**config.mk**
```make
export PLATFORM = sky130hd
export DESIGN_NAME = pid_controller_pos_inc_top
export DESIGN_NICKNAME = d
export VERILOG_FILES = /design/src/design/pci_pkg.sv /design/src/design/pid_controller_pos_inc_top.sv /design/src/design/pci_front.sv /design/src/design/pci_queue.sv /design/src/design/pci_back.sv
export SDC_FILE = /design/constraint.sdc
export NUM_CORES = 2
export LEC_CHECK = 0
export BUFFER_PORTS_ARGS = -buffer_cell sky130_fd_sc_hd__buf_2
export CORE_MARGIN = 2
export CORE_UTILIZATION = 35
export DETAILED_ROUTE_END_ITERATION = 8
export PLACE_DENSITY = 0.47
export REMOVE_ABC_BUFFERS = 1
export SLEW_MARGIN = 20
export SYNTH_ARGS = -nofsm -noshare
export SYNTH_HDL_FRONTEND = slang
export SYNTH_HIERARCHICAL = 1
export SYNTH_SLANG_ARGS = --single-unit
export TNS_END_PERCENT = 5
```
**constraint.sdc**
```tcl
create_clock -name i_clk -period 12 [get_ports i_clk]
set_input_delay 1.8 -clock i_clk [delete_from_list [all_inputs] [get_ports i_clk]]
set_output_delay 1.8 -clock i_clk [all_outputs]
set_load 0.005 [all_outputs]
```
**src/design/pci_pkg.sv**
```systemverilog
// ----------------------------------------------------------------------------
// PID controller package
// Shared widths, configuration register indexes, queue item and clamp helper.
// ----------------------------------------------------------------------------
`default_nettype none

package pci_pkg;

    localparam int DATA_WIDTH     = 16;
    localparam int GAIN_FRAC_BITS = 8;

    localparam int GAIN_W  = 16;
    localparam int ACC_W   = 32;
    localparam int LIM_W   = 31;
    localparam int ERR_W   = DATA_WIDTH + 1;   // e
    localparam int D1_W    = ERR_W + 1;        // e - e1
    localparam int D2_W    = ERR_W + 2;        // e - 2e1 + e2
    localparam int SUM_W   = GAIN_W + 1 + ACC_W - GAIN_FRAC_BITS + 2;
    localparam int TDATA_W = ((2 * DATA_WIDTH + 7) / 8) * 8;

    localparam int QUEUE_DEPTH = 4;
    localparam int QUEUE_AW    = $clog2(QUEUE_DEPTH);

    localparam int CFG_IDX_W = 3;
    localparam logic [CFG_IDX_W-1:0] CFG_GAIN_P         = 3'd0;
    localparam logic [CFG_IDX_W-1:0] CFG_GAIN_I         = 3'd1;
    localparam logic [CFG_IDX_W-1:0] CFG_GAIN_D         = 3'd2;
    localparam logic [CFG_IDX_W-1:0] CFG_LOOP_MODE      = 3'd3;
    localparam logic [CFG_IDX_W-1:0] CFG_INTEGRAL_LIMIT = 3'd4;
    localparam logic [CFG_IDX_W-1:0] CFG_OUTPUT_LIMIT   = 3'd5;

    localparam logic MODE_INCREMENTAL = 1'b0;
    localparam logic MODE_POSITIONAL  = 1'b1;

    typedef struct packed {
        logic [GAIN_W-1:0] gain_p;
        logic [GAIN_W-1:0] gain_i;
        logic [GAIN_W-1:0] gain_d;
        logic              loop_mode;
        logic [LIM_W-1:0]  integral_limit;
        logic [LIM_W-1:0]  output_limit;
    } t_cfg;

    // terms waiting for the multipliers; a clear command carries all zeros
    typedef struct packed {
        logic signed [D1_W-1:0]  term_p;
        logic signed [ACC_W-1:0] term_i;
        logic signed [D2_W-1:0]  term_d;
    } t_item;

    function automatic logic signed [ACC_W-1:0] clamp_mag(
        input logic signed [ACC_W-1:0] v,
        input logic [LIM_W-1:0]        lim
    );
        logic signed [ACC_W-1:0] hi;
        logic signed [ACC_W-1:0] lo;
        logic signed [ACC_W-1:0] r;
        hi = $signed({1'b0, lim});
        lo = -hi;
        r  = v;
        if (lim != '0) begin
            if (v > hi) begin
                r = hi;
            end else if (v < lo) begin
                r = lo;
            end
        end
        return r;
    endfunction

endpackage

`default_nettype wire

```
**src/design/pid_controller_pos_inc_top.sv**
```systemverilog
// ----------------------------------------------------------------------------
// PID controller, positional and incremental forms - top level
// Path: input beat to queue, then product, sum and drive registers to the output beat.
// Throughput: one beat per cycle unless the queue is full; integral adds no stall.
// Stalls: a 4-entry operand queue plus a 3-stage datapath absorb output backpressure.
// Reset: synchronous active low; clears history, integral, registers, queue, valids.
// ----------------------------------------------------------------------------
`default_nettype none

module pid_controller_pos_inc_top
    import pci_pkg::*;
(
    input  wire logic                 i_clk,
    input  wire logic                 i_rst_n,
    // configuration
    input  wire logic                 i_cfg_we,
    input  wire logic [CFG_IDX_W-1:0] i_cfg_idx,
    input  wire logic [LIM_W-1:0]     i_cfg_data,
    // sample stream
    input  wire logic                 s_axis_tvalid,
    output logic                      s_axis_tready,
    input  wire logic [TDATA_W-1:0]   s_axis_tdata,  // setpoint, measured
    input  wire logic                 s_axis_tuser,  // cmd
    // drive stream
    output logic                      m_axis_tvalid,
    input  wire logic                 m_axis_tready,
    output logic [ACC_W-1:0]          m_axis_tdata   // drive
);

    t_cfg  r_cfg;
    t_item f_item, q_item;
    logic  f_push, q_ready, q_valid, b_pop;
    logic signed [ACC_W-1:0] b_drive;

    always_ff @(posedge i_clk) begin
        if (!i_rst_n) begin
            r_cfg <= '0;
        end else if (i_cfg_we) begin
            case (i_cfg_idx)
                CFG_GAIN_P:         r_cfg.gain_p         <= i_cfg_data[GAIN_W-1:0];
                CFG_GAIN_I:         r_cfg.gain_i         <= i_cfg_data[GAIN_W-1:0];
                CFG_GAIN_D:         r_cfg.gain_d         <= i_cfg_data[GAIN_W-1:0];
                CFG_LOOP_MODE:      r_cfg.loop_mode      <= i_cfg_data[0];
                CFG_INTEGRAL_LIMIT: r_cfg.integral_limit <= i_cfg_data;
                CFG_OUTPUT_LIMIT:   r_cfg.output_limit   <= i_cfg_data;
                default:            r_cfg                <= r_cfg;
            endcase
        end
    end

    pci_front u_front (
        .i_clk      (i_clk),
        .i_rst_n    (i_rst_n),
        .i_cfg      (r_cfg),
        .i_valid    (s_axis_tvalid),
        .o_ready    (s_axis_tready),
        .i_cmd      (s_axis_tuser),
        .i_setpoint ($signed(s_axis_tdata[DATA_WIDTH-1:0])),
        .i_measured ($signed(s_axis_tdata[2*DATA_WIDTH-1:DATA_WIDTH])),
        .i_q_ready  (q_ready),
        .o_push     (f_push),
        .o_item     (f_item)
    );

    pci_queue u_queue (
        .i_clk   (i_clk),
        .i_rst_n (i_rst_n),
        .i_push  (f_push),
        .i_wdata (f_item),
        .o_ready (q_ready),
        .o_valid (q_valid),
        .i_pop   (b_pop),
        .o_rdata (q_item)
    );

    pci_back u_back (
        .i_clk   (i_clk),
        .i_rst_n (i_rst_n),
        .i_cfg   (r_cfg),
        .i_valid (q_valid),
        .i_item  (q_item),
        .o_pop   (b_pop),
        .o_valid (m_axis_tvalid),
        .o_drive (b_drive),
        .i_ready (m_axis_tready)
    );

    assign m_axis_tdata = b_drive;

endmodule

`default_nettype wire

```
**src/design/pci_front.sv**
```systemverilog
// ----------------------------------------------------------------------------
// PID front end
// Takes samples, forms the error terms, keeps error history and integral,
// and pushes the three gain operands into the queue.
// ----------------------------------------------------------------------------
`default_nettype none

module pci_front
    import pci_pkg::*;
(
    input  wire logic                         i_clk,
    input  wire logic                         i_rst_n,
    input  wire t_cfg                         i_cfg,
    input  wire logic                         i_valid,
    output logic                              o_ready,
    input  wire logic                         i_cmd,
    input  wire logic signed [DATA_WIDTH-1:0] i_setpoint,
    input  wire logic signed [DATA_WIDTH-1:0] i_measured,
    input  wire logic                         i_q_ready,
    output logic                              o_push,
    output t_item                             o_item
);

    logic signed [ERR_W-1:0] r_e1, r_e2, n_e1, n_e2;
    logic signed [ACC_W-1:0] r_integ, n_integ;

    logic signed [ERR_W-1:0] err;
    logic signed [D1_W-1:0]  d1;
    logic signed [D2_W-1:0]  d2;
    logic signed [ACC_W:0]   isum_raw;
    logic signed [ACC_W-1:0] isum_sat;
    logic signed [ACC_W-1:0] isum;

    localparam logic signed [ACC_W:0] I_MAX = $signed({2'b00, {(ACC_W-1){1'b1}}});
    localparam logic signed [ACC_W:0] I_MIN = $signed({2'b11, {(ACC_W-1){1'b0}}});

    assign o_ready = i_q_ready;
    assign o_push  = i_valid && i_q_ready;

    always_comb begin
        err      = ERR_W'(i_setpoint) - ERR_W'(i_measured);
        d1       = D1_W'(err) - D1_W'(r_e1);
        d2       = D2_W'(err) - (D2_W'(r_e1) <<< 1) + D2_W'(r_e2);
        isum_raw = (ACC_W+1)'(r_integ) + (ACC_W+1)'(err);
        if (isum_raw > I_MAX) begin
            isum_sat = I_MAX[ACC_W-1:0];
        end else if (isum_raw < I_MIN) begin
            isum_sat = I_MIN[ACC_W-1:0];
        end else begin
            isum_sat = isum_raw[ACC_W-1:0];
        end
        isum = clamp_mag(isum_sat, i_cfg.integral_limit);

        n_e1    = r_e1;
        n_e2    = r_e2;
        n_integ = r_integ;
        if (i_cmd) begin
            o_item  = '0;
            n_e1    = '0;
            n_e2    = '0;
            n_integ = '0;
        end else begin
            n_e2 = r_e1;
            n_e1 = err;
            if (i_cfg.loop_mode == MODE_POSITIONAL) begin
                o_item.term_p = D1_W'(err);
                o_item.term_i = isum;
                o_item.term_d = D2_W'(d1);
                n_integ       = isum;
            end else begin
                o_item.term_p = d1;
                o_item.term_i = ACC_W'(err);
                o_item.term_d = d2;
            end
        end
    end

    always_ff @(posedge i_clk) begin
        if (!i_rst_n) begin
            r_e1    <= '0;
            r_e2    <= '0;
            r_integ <= '0;
        end else if (o_push) begin
            r_e1    <= n_e1;
            r_e2    <= n_e2;
            r_integ <= n_integ;
        end
    end

endmodule

`default_nettype wire

```
**src/design/pci_queue.sv**
```systemverilog
// ----------------------------------------------------------------------------
// PID operand queue
// Short first-in first-out buffer between the front end and the datapath.
// ----------------------------------------------------------------------------
`default_nettype none

module pci_queue
    import pci_pkg::*;
(
    input  wire logic  i_clk,
    input  wire logic  i_rst_n,
    input  wire logic  i_push,
    input  wire t_item i_wdata,
    output logic       o_ready,
    output logic       o_valid,
    input  wire logic  i_pop,
    output t_item      o_rdata
);

    t_item                r_mem [QUEUE_DEPTH];
    logic [QUEUE_AW-1:0]  r_wptr, r_rptr;
    logic [QUEUE_AW:0]    r_count;
    logic                 pop;

    localparam logic [QUEUE_AW:0] FULL = (QUEUE_AW+1)'(QUEUE_DEPTH);

    assign o_ready = (r_count != FULL);
    assign o_valid = (r_count != '0);
    assign o_rdata = r_mem[r_rptr];
    assign pop     = i_pop && o_valid;

    always_ff @(posedge i_clk) begin
        if (i_push) begin
            r_mem[r_wptr] <= i_wdata;
        end
    end

    always_ff @(posedge i_clk) begin
        if (!i_rst_n) begin
            r_wptr  <= '0;
            r_rptr  <= '0;
            r_count <= '0;
        end else begin
            if (i_push) begin
                r_wptr <= r_wptr + 1'b1;
            end
            if (pop) begin
                r_rptr <= r_rptr + 1'b1;
            end
            case ({i_push, pop})
                2'b10:   r_count <= r_count + 1'b1;
                2'b01:   r_count <= r_count - 1'b1;
                default: r_count <= r_count;
            endcase
        end
    end

endmodule

`default_nettype wire

```
**src/design/pci_back.sv**
```systemverilog
// ----------------------------------------------------------------------------
// PID datapath
// Three gain multiplies, scaled sum, then saturation and output clamp.
// ----------------------------------------------------------------------------
`default_nettype none

module pci_back
    import pci_pkg::*;
(
    input  wire logic  i_clk,
    input  wire logic  i_rst_n,
    input  wire t_cfg  i_cfg,
    input  wire logic  i_valid,
    input  wire t_item i_item,
    output logic       o_pop,
    output logic       o_valid,
    output logic signed [ACC_W-1:0] o_drive,
    input  wire logic  i_ready
);

    localparam logic signed [SUM_W-1:0] S_MAX = SUM_W'($signed({2'b00, {(ACC_W-1){1'b1}}}));
    localparam logic signed [SUM_W-1:0] S_MIN = SUM_W'($signed({2'b11, {(ACC_W-1){1'b0}}}));

    logic                             r_v1, r_v2, r_vo;
    logic signed [GAIN_W+D1_W:0]      r_pp;
    logic signed [GAIN_W+ACC_W:0]     r_pi;
    logic signed [GAIN_W+D2_W:0]      r_pd;
    logic signed [SUM_W-1:0]          r_sum, n_sum;
    logic signed [ACC_W-1:0]          r_drive, n_drive;
    logic signed [ACC_W-1:0]          sat;
    logic                             rdy_o, rdy_2, rdy_1;

    assign rdy_o = !r_vo || i_ready;
    assign rdy_2 = !r_v2 || rdy_o;
    assign rdy_1 = !r_v1 || rdy_2;
    assign o_pop = i_valid && rdy_1;

    always_comb begin
        // product >>> frac is floor division by the gain scale
        n_sum = SUM_W'(r_pp >>> GAIN_FRAC_BITS) + SUM_W'(r_pi >>> GAIN_FRAC_BITS)
              + SUM_W'(r_pd >>> GAIN_FRAC_BITS);
        if (r_sum > S_MAX) begin
            sat = S_MAX[ACC_W-1:0];
        end else if (r_sum < S_MIN) begin
            sat = S_MIN[ACC_W-1:0];
        end else begin
            sat = r_sum[ACC_W-1:0];
        end
        n_drive = clamp_mag(sat, i_cfg.output_limit);
    end

    always_ff @(posedge i_clk) begin
        if (rdy_1) begin
            r_pp <= $signed({1'b0, i_cfg.gain_p}) * i_item.term_p;
            r_pi <= $signed({1'b0, i_cfg.gain_i}) * i_item.term_i;
            r_pd <= $signed({1'b0, i_cfg.gain_d}) * i_item.term_d;
        end
        if (rdy_2) begin
            r_sum <= n_sum;
        end
        if (rdy_o) begin
            r_drive <= n_drive;
        end
    end

    always_ff @(posedge i_clk) begin
        if (!i_rst_n) begin
            r_v1 <= 1'b0;
            r_v2 <= 1'b0;
            r_vo <= 1'b0;
        end else begin
            if (rdy_1) begin
                r_v1 <= i_valid;
            end
            if (rdy_2) begin
                r_v2 <= r_v1;
            end
            if (rdy_o) begin
                r_vo <= r_v2;
            end
        end
    end

    assign o_valid = r_vo;
    assign o_drive = r_drive;

endmodule

`default_nettype wire

```
==> impl_results.md <==
- Outcome: finished, final reports clean
- Fmax: 0.0945 GHz
- Via density: 5.08
- Hold Buf Count CTS: 0
- Port Buffers: 105
- Wire per inst: 23.1 um
- Leading area contributor after synthesis: fa_1
- Slew Viols, Final: 0
- Fin nets: 9489
- Setup-failing EPs final: 0
- Top post-synthesis cells by area: fa_1 30%, edfxtp_1 18%, ha_1 9.0%
- Commonest cells in the netlist: 1514 x inv_1, 1146 x fa_1, 926 x nand2_1
- Num CTS Buffers: 75
- Max Root-Sink Buffers: 3
- Final hold vios: 0
- Mapped cell area: 0.0762 mm^2
- Hold path start: r_cfg[83]$_SDFFE_PN0P_
- DR vias: 54141
- GR Overflow Total: 0
- FF+latch area: 0.0172 mm^2
- Post-synth EDFFs: 447
- Initial core utilization: 0.352
- DRC Markers: 0
- MaxCap Viol Count: 0
- Total setup buffers inserted after CTS: 0
- Area share of the largest cell type after synthesis: 0.301
- H-Tree Level Count: 3
- Min-delay worst type: register to register
- Layout cell share with drive strength beyond 1: 0.0615
- Routed Antenna Nets: 0
- RSZ-0062 raised after global routing: false
- WP data required: 12.41 ns
- Total negative slack: 0 ns
- R2r endpoint: u_back/r_pd[35]$_DFFE_PN_
- Startpoint Class: input port
- Final WL: 246000 um
- Die W: 471 um
- Least-Margin Pin Slew: 1.15 ns
- Final std cells w/o fill: 10650
- Clock Skews: 0.0683 ns
- Max transition margin: 0.232
- First-iteration detailed-routing DRC count: 3621
- Vias in the first global route: 57208
- Area used by multi-input combinational logic: 0.0521 mm^2
- Synth-to-Final Area Change: 8.09%
- WHS: 0.457 ns
- Clock latency on the worst-skew pair: 0.73 ns
- First-pass GRT wire length: 371000 um
- Share of flip-flops with an asynchronous set or reset: 0
- Core ar.: 0.217 mm^2
- Final Critical Period: 10.58 ns
- Crit path DAT: 11.00 ns
- Worst IR Drop VDD: 111 uV
- Post-DP HPWL: 193000 um
- Io pins: 106
- Global-route usage over all layers: 0.223
- Final cycle utilization of the critical path: 0.882
- Synth Warn #: 6
- Synth Flop Type: edfxtp_1
- R2R depth: 24
- PD cells: 150 mW/mm^2
- Initial antenna violation count: 10
- Hold depth: 2
- Avg Synthesized Cell Area: 9.82 um^2
- Num rows: 171
- CP max stage cell: o31ai_1
- Syn Inst Count: 7762
- Crit. End Element: register
- Hold EP: r_cfg[83]$_SDFFE_PN0P_
- Post-cts sizing count: 0
- Initial DRT Pass Iterations: 6
- Reg2reg setup slack: 2.77 ns
- Number of synthesized register bits: 636
- Top-count cell post-synth: inv_1
- Post-layout power: 12300 uW
- Fillers: 21709
- Setup CP Type: input port to register
- Netlist cell types: 109
- Die area: 0.221 mm^2
- Dpl cells: 10500
- TritonCTS clock tree: built
- Clk root buf: clkbuf_16
- CP max stage delay: 0.64 ns
- Pleak: 0.0383 uW
- Die Ht: 471 um
- Seq/Total Area, Yosys: 0.226
- GPL Wtd Cong: 0.892
- Worst-path clk slew: 0.06 ns
- Largest net degree at the start of global routing: 67
- CTS sink count: 636
- Critical Path Fanout Max: 26
[sequential cells by signal, summed over array words and instances, names as in the netlist, named ones only]
register	cells
u_back/r_pi	41
u_back/r_pp	27
u_back/r_v1	1
u_queue/r_mem	276
u_back/r_v2	1
u_queue/r_wptr	2
u_back/r_sum	43
u_queue/r_rptr	2
u_front/r_e1	17
r_cfg	111
u_front/r_integ	32
u_back/r_pd	28
u_back/o_valid	1
u_back/o_drive	32
u_front/r_e2	17
u_queue/r_count	3
[how the worst max path moves through the flow]
stage                               start                              to  slack [ns]  cells past startpoint
after floorplan           s_axis_tdata[0]  u_queue/r_mem[0][43]$_DFFE_PP_        0.57                     31
after CTS                 s_axis_tdata[0]  u_queue/r_mem[0][33]$_DFFE_PP_        1.33                     32
final                     s_axis_tdata[0]  u_queue/r_mem[0][33]$_DFFE_PP_        1.42                     34
after detailed placement  s_axis_tdata[0]  u_queue/r_mem[0][33]$_DFFE_PP_        0.60                     32
after global placement    s_axis_tdata[0]  u_queue/r_mem[0][33]$_DFFE_PP_        0.76                     30
after global routing      s_axis_tdata[0]  u_queue/r_mem[0][33]$_DFFE_PP_        0.82                     32
[area by class of cell]
type | count | share of cell area
Multi-Input combinational cell | 5304 | 0.633
Sequential cell | 636 | 0.209
Inverter | 1516 | 0.0691
Tap cell | 2854 | 0.0434
Clock buffer | 89 | 0.0242
Timing Repair Buffer | 190 | 0.0142
Clock inverter | 51 | 0.00685
Antenna cell | 10 | 0.000304
[power breakdown]
part	total, uW	leakage (uW)	switching [uW]	internal (uW)
sequential	3380	0.00607	353	3020
combinational	6550	0.0310	4360	2190
clock	2400	0.00122	1060	1340
total	12300	0.0383	5770	6560
[cell families after synthesis]
group	after synthesis	synth area share
multiplexers	207	0.0387
flip-flops	636	0.226
AND/OR/NAND/NOR	2153	0.138
XOR/XNOR	254	0.0293
adder cells (fa/ha/maj)	1695	0.391
AO/OA/AOI/OAI	995	0.0853
buffers and inverters	1822	0.0918
[routing by layer]
layer	track usage	up-vias	routed length [um]
met3	0.0291	218	11300
met4	0.0530	2	5880
met2	0.362	1221	114000
met1	0.314	27912	114000
met5	0	-	13
li1	-	24788	-
[cells in the final DEF (no fill, tap or decap), types with 16 or more instances in the layout]
cell       instances
and2_1           522
o21bai_1          19
fa_1            1146
mux4_2            69
nor2_1           273
a211oi_1          50
o211ai_1          30
nand3_1           70
inv_1           1514
nor2b_1           40
clkbuf_16         75
o21a_1            48
mux2i_1          133
buf_2            104
a21boi_0          16
xnor2_1          186
ha_1             548
buf_4             85
a31oi_1           29
a21oi_1          289
nor3_1            93
nor4_1            19
nand2b_1          37
a22oi_1           26
a21o_1           141
xor2_1            67
edfxtp_1         447
o21ai_0          168
dfxtp_1          179
and3_1            26
nand2_1          924
nand4_1           52
[metrics by stage]
stage | utilization | setup slack, ns | instance area (um^2)
CTS | 0.380 | 1.33 | 82300
global route | 0.380 | 0.817 | 82300
finish | 0.380 | 1.42 | 82400
detailed placement | 0.368 | 0.605 | 79800
floorplan | - | 0.575 | 74900
global placement | 0.368 | 0.763 | 79800
[worst max-delay path, delay by kind of cell]
kind | cells | cell delay [ns]
AO/OA/AOI/OAI | 17 | 5.28
buffers and inverters | 5 | 0.83
AND/OR/NAND/NOR | 7 | 1.07
multiplexers | 1 | 0.57
adder cells (fa/ha/maj) | 4 | 1.39
(Power assumes the default switching activity.)
